**src/rtl/rgbkc_pkg.sv**
```systemverilog
// Shared types, register indexes and constants for the RGB kernel convolution block.
`default_nettype none
package rgbkc_pkg;

  localparam int MAX_KERNEL_DEF = 5;
  localparam int MAX_WIDTH_DEF  = 1024;
  localparam int ACC_BITS       = 16;
  localparam int MAX_HEIGHT     = 4096;
  localparam int PIX_MAX        = 255;
  localparam int NUM_TAPS       = 25;

  localparam logic [2:0] REG_COEFS_A = 3'd0;
  localparam logic [2:0] REG_COEFS_B = 3'd1;
  localparam logic [2:0] REG_COEFS_C = 3'd2;
  localparam logic [2:0] REG_COEFS_D = 3'd3;
  localparam logic [2:0] REG_DIVISOR = 3'd4;
  localparam logic [2:0] REG_WIDTH   = 3'd5;
  localparam logic [2:0] REG_HEIGHT  = 3'd6;
  localparam logic [2:0] REG_OPTIONS = 3'd7;

  localparam logic CMD_PIXEL = 1'b0;
  localparam logic CMD_DRAIN = 1'b1;

  typedef struct packed {
    logic       command;
    logic [7:0] red_in;
    logic [7:0] green_in;
    logic [7:0] blue_in;
  } in_t;

  typedef struct packed {
    logic [7:0] red_out;
    logic [7:0] green_out;
    logic [7:0] blue_out;
    logic       frame_done;
  } out_t;

  // one divider stage, three color lanes
  typedef struct packed {
    logic                          valid;
    logic                          fdone;
    logic [2:0]                    neg;
    logic [2:0][ACC_BITS-1:0]      rem;
    logic [2:0][ACC_BITS-1:0]      num;
    logic [2:0][ACC_BITS-1:0]      quo;
  } div_t;

endpackage
`default_nettype wire

```
**src/rtl/rgbkc_div_cell.sv**
```systemverilog
// One restoring-division cell: produces one quotient bit per lane and hands on.
`default_nettype none
module rgbkc_div_cell (
  input  wire logic                          clk,
  input  wire logic                          rst,
  input  wire logic [rgbkc_pkg::ACC_BITS-1:0] dvsr,
  input  wire rgbkc_pkg::div_t               din,
  output rgbkc_pkg::div_t                    dout
);

  rgbkc_pkg::div_t step;

  always_comb begin
    logic [rgbkc_pkg::ACC_BITS:0] t;
    step = din;
    for (int ch = 0; ch < 3; ch++) begin
      t = {din.rem[ch], din.num[ch][rgbkc_pkg::ACC_BITS-1]};
      step.num[ch] = {din.num[ch][rgbkc_pkg::ACC_BITS-2:0], 1'b0};
      if (t >= {1'b0, dvsr}) begin
        step.rem[ch] = rgbkc_pkg::ACC_BITS'(t - {1'b0, dvsr});
        step.quo[ch] = {din.quo[ch][rgbkc_pkg::ACC_BITS-2:0], 1'b1};
      end else begin
        step.rem[ch] = t[rgbkc_pkg::ACC_BITS-1:0];
        step.quo[ch] = {din.quo[ch][rgbkc_pkg::ACC_BITS-2:0], 1'b0};
      end
    end
  end

  always_ff @(posedge clk) begin
    if (rst) dout <= '0;
    else     dout <= step;
  end

endmodule
`default_nettype wire

```
**config.mk**
```make
export PLATFORM = sky130hd
export DESIGN_NAME = rgbkc_div_cell
export DESIGN_NICKNAME = d
export VERILOG_FILES = /design/src/rtl/rgbkc_pkg.sv /design/src/rtl/rgbkc_div_cell.sv
export SDC_FILE = /design/constraint.sdc
export NUM_CORES = 1
export LEC_CHECK = 0
export BUFFER_PORTS_ARGS = -buffer_cell sky130_fd_sc_hd__buf_4
export CORE_AREA = 3 3 123 125
export CTS_BUF_LIST = sky130_fd_sc_hd__clkbuf_2
export CTS_CLUSTER_SIZE = 28
export DETAILED_ROUTE_END_ITERATION = 8
export DIE_AREA = 0 0 126 128
export PLACE_DENSITY = 0.89
export REMOVE_ABC_BUFFERS = 1
export SKIP_CTS_REPAIR_TIMING = 1
export SYNTH_ARGS = -nofsm -noshare
export SYNTH_HDL_FRONTEND = slang
export SYNTH_SLANG_ARGS = --single-unit
```
**constraint.sdc**
```tcl
create_clock -name clk -period 6.75 [get_ports clk]
set_clock_uncertainty 0.2 [all_clocks]
set_input_delay 1.35 -clock clk [delete_from_list [all_inputs] [get_ports clk]]
set_output_delay 1.35 -clock clk [all_outputs]
set_load 0.03 [all_outputs]
```
# [After elaboration in Yosys (flattened, before gate mapping)]
# Index checks and enable logic that the tools add are counted.
[totals] wordCells=27 rom_bits=0 memories=0 input_bits=167 ramBits=0 latchBits=0 register_bits=149
[classes] div=0 reduce_logical=0 mux=6 bitwise=0 shifts=0 addsub=3 n_eq_ne=0 n_lt_le_gt_ge=3 mul=0
[ops] operator="$ge A17 B16 Y1" n=3
[ops] operator="$mux W16" n=3
[ops] operator="$sub A16 B16 Y16" n=3
[ops] operator="$mux W1" n=3

# [Logic depth before layout (Yosys ltp)]
[logic_depth] depth_word=2 ltp_mapped=11 ltp_nobuf=10

# [Least setup slack after synthesis]
# Ideal clock, no wire load.
[synth_path] kind="input port to flip-flop" start="input port dvsr[6] in the netlist's numbering" end="register dout[126] in the netlist's numbering" setup_ps=147 t_required_ps=6403 cell_stages=9 setup_slack_ps=3143 path_buffers=0 arrival_ps=3260 path_cell_list="inv_1 > ha_1 > a211oi_2 > o21bai_1 > or2_0 > a2111o_1 > a21oi_1 > mux2i_1 > o311ai_0"
[synth_between] elab_chain_len=2 elab_cells_between_ends=3 cone_classes="1 x add/sub; 1 x order compare; 1 x mux"
[synth_rtl] element="start, declared" line="rgbkc_div_cell.sv:6" text="input wire logic [rgbkc_pkg::ACC_BITS-1:0] dvsr,"
[synth_rtl] element="$sub A16 B16 Y16 or $ge A17 B16 Y1 (tied branches)" line="rgbkc_div_cell.sv:20, rgbkc_div_cell.sv:19"
[synth_rtl] element="$mux W16 *" line="rgbkc_div_cell.sv:19" text="if (t >= {1'b0, dvsr}) begin"
[synth_rtl] element="end signal, assigned" line="rgbkc_div_cell.sv:31" text="else dout <= step;"
[synth_rtl] element="end, declared" line="rgbkc_div_cell.sv:8" text="output rgbkc_pkg::div_t dout"
# Mark *: on every way between the ends. The rest lies on a longest branch, timed or not.
# A chain may end at the register's enable or synchronous reset.

# [Final worst setup path]
[layout_path] start="input port dvsr[12] in the netlist's numbering" end="register dout[138] in the netlist's numbering"
[layout_between] elab_chain_len=2
[layout_rtl] element="$ge A17 B16 Y1" line="rgbkc_div_cell.sv:19"
[layout_rtl] element="$mux W16" line="rgbkc_div_cell.sv:19"
# No other way between the ends.

==> flow_metrics.env <==
export IMPL_peakVddDrop_v=0.000150
export IMPL_place_port_buffers=309
export IMPL_seq_area_frac_synth=0.427
export IMPL_cts_sinks=146
export IMPL_slew_headroom=0.390
export IMPL_status="complete, no violations"
export IMPL_core_um2=14000
export IMPL_stdcell_area_um2=9460
export IMPL_grt_pass1_wl_um=34100
export IMPL_crit_required_ns=7.18
export IMPL_max_slew_worst_pin_slew_ns=0.910
export IMPL_start_kind="input pin"
export IMPL_drc=0
export IMPL_arrival_ns=4.27
export IMPL_fp_dieW_um=126
export IMPL_tns_ns=0
export IMPL_gr_total_overflow=0
export IMPL_wire_per_inst_um=19.2
export IMPL_placedInstanceArea_um2=9230
export IMPL_wirelength_um=23400
export IMPL_grt_pass1_vias=6102
export IMPL_via_per_inst=5.29
export IMPL_synth_edf_count=0
export IMPL_synth_cell_types=66
export IMPL_syn_area_um2=6840
export IMPL_end_kind="flip-flop"
export IMPL_initial_core_util=0.489
export IMPL_track_usage=0.278
export IMPL_final_util=0.676
export IMPL_synth_seq_cells=146
export IMPL_cp_max_fo=11
export IMPL_fmaxAchievable_mhz=261
export IMPL_place_hpwl_um=18400
export IMPL_synth_flop_cell="dfxtp_1"
export IMPL_cts_buffers=17
export IMPL_die_y_um=128
export IMPL_hold_path_class="input pin to flip-flop"
export IMPL_ctsHtreeMaxLevel=4
export IMPL_largest_reg_flops=146
export IMPL_wl_met3_um=2490
export IMPL_grt_max_degree=76
export IMPL_via_count=6459
export IMPL_wirelength_met1_um=9100
export IMPL_dr_wl_met2_um=11200
export IMPL_gp_congestion=0.976
export IMPL_clkTransAtPathRegs_ns=0.24
export IMPL_num_antenna_cells=0
export IMPL_critPathKind="input pin to flip-flop"
export IMPL_setup_viol=0
export IMPL_whs_endpoint="dout[31]"
export IMPL_cts_buffer_depth=2
export IMPL_area_growth_pct=38.2
export IMPL_maxSlewViolCount=0
export IMPL_maxCapViolCount=0
export IMPL_final_antenna_net_count=0
export IMPL_holdPathStages=2
export IMPL_power_density_nw_per_um2=227
export IMPL_finalHoldViolations=0
export IMPL_syn_mean_instance_area_um2=9.36
export IMPL_p_leak_uw=0.00457
export IMPL_fp_dieArea_um2=16100
export IMPL_synthCells=731
export IMPL_rsz0062_at_grt="false"
export IMPL_top_register="dout"
export IMPL_antenna_found_initial=4
export IMPL_final_net_count=1247
export IMPL_timing_hold_ws_ns=0.615
export IMPL_async_reset_ff_frac=0
export IMPL_drive_gt1_frac=0.342
export IMPL_yosysWarnings=0
export IMPL_fin_crit_sh=0.568
export IMPL_std_cell_rows=43
export IMPL_first_iter_violations=349
export IMPL_min_from="din[30]"
export IMPL_layout_top_registers="dout (146)"
export IMPL_root_buffer="clkbuf_2"
export IMPL_pin_count=316
export IMPL_top_layer="met5"
export IMPL_min_period_ns=3.84
export IMPL_cts_tree="done"
export IMPL_firstDrtPassIters=5
[kinds of logic (layout without fill, tap and decap cells)]
logic type,count (synthesis),after routing,synth area share
AOI/OAI and AO/OA,163,163,0.161
DFF,146,146,0.427
muxes,21,21,0.0307
buffers and inverters,65,373,0.0430
and+or+nand+nor,253,253,0.202
other,1,3,0.000548
xor gates and xnor gates,31,31,0.0397
adders and majority gates,51,51,0.0965
[layer usage]
layer	GRT usage	vias to the layer above
met3	0.125	44
met4	0.0921	6
met2	0.465	304
met1	0.319	2957
met5	0	-
li1	-	3148
[area by class of cell]
cell class	count	area (um^2)
fillers	1122	4530
multi-input cells	522	3630
flip-flops and latches	146	2920
repair buffers	310	2330
well taps	180	225
clock inverters	14	145
inverters	32	120
clock buffers	17	85.1
[cell usage in the layout, fill, tap and decap left out, types with 4 or more instances in the layout]
cell and n:
a21o_1 8, and2_1 4, xor2_1 8, clkbuf_2 17, inv_1 31, nand4_1 5
a211oi_1 19, ha_1 48, nand2_1 17, buf_4 310, inv_6 6, and3_1 6
o22ai_1 4, o211ai_1 5, o21ai_0 29, nand3_1 21, o21a_1 13, nand2b_1 4
o31ai_1 4, nor2b_1 106, nor3_1 12, a31oi_1 8, dfxtp_1 146, xnor2_1 23
or3_1 4, or2_2 5, nor2_1 57, mux2i_1 21, a21oi_1 38
[worst max-delay path by stage]
stage             start        end  cells after the start
5_1_grt         dvsr[1]  dout[138]                     10
3_5_place_dp   dvsr[12]  dout[138]                     10
3_3_place_gp    dvsr[1]  dout[138]                     10
4_1_cts        dvsr[12]  dout[138]                     10
6_report       dvsr[12]  dout[138]                     10
2_1_floorplan   dvsr[1]  dout[128]                      9
[critical path: stages]
cell      delay, ns
buf_4          0.11
inv_1          0.27
ha_1           0.36
a21o_1         0.22
a21o_1         0.18
a21oi_1        0.24
o41ai_1        0.15
o211ai_1       0.76
nand2_1        0.32
a211oi_1       0.32
[metrics by stage]
stage	setup slack, ns	cells	power (uW)
after CTS	3.03	1221	2160
after floorplan	3.07	700	1390
after global placement	2.26	1190	1650
after global routing	2.80	1221	2250
final	2.91	1221	2150
after detailed placement	2.24	1190	1670
[cell usage after synthesis, types with 3 or more instances]
| master | count | area share |
|---|---|---|
| o21ai_0 | 29 | 0.021 |
| xor2_1 | 8 | 0.010 |
| and3_1 | 6 | 0.0055 |
| nand2_1 | 17 | 0.0093 |
| nor2_1 | 57 | 0.031 |
| mux2i_1 | 21 | 0.031 |
| or3_1 | 4 | 0.0037 |
| a21oi_1 | 38 | 0.028 |
| a31oi_1 | 8 | 0.0073 |
| nand2b_1 | 4 | 0.0037 |
| a311oi_1 | 3 | 0.0038 |
| fa_1 | 3 | 0.0088 |
| clkbuf_1 | 18 | 0.0099 |
| a211oi_1 | 19 | 0.021 |
| nor3_1 | 12 | 0.0088 |
| inv_1 | 31 | 0.017 |
| nor2b_1 | 106 | 0.097 |
| and4_1 | 3 | 0.0038 |
| o21a_1 | 13 | 0.014 |
| buf_4 | 3 | 0.0033 |
| nand3_1 | 21 | 0.015 |
| o31ai_1 | 4 | 0.0044 |
| nand4_1 | 5 | 0.0046 |
| a21o_1 | 8 | 0.0088 |
| xnor2_1 | 23 | 0.029 |
| o211ai_1 | 5 | 0.0055 |
| o22ai_1 | 4 | 0.0037 |
| or2_2 | 5 | 0.0046 |
| buf_6 | 4 | 0.0066 |
| dfxtp_1 | 146 | 0.43 |
| ha_1 | 48 | 0.088 |
| buf_2 | 7 | 0.0051 |
| a21o_2 | 3 | 0.0038 |
| and2_1 | 4 | 0.0037 |
[power by group]
part / internal [uW] / switching (uW) / leakage, uW
clock network: 144 / 352 / 0.000133
registers: 933 / 20.9 / 0.00122
logic: 296 / 405 / 0.00322
total: 1370 / 778 / 0.00457
(Power assumes the default switching activity.)
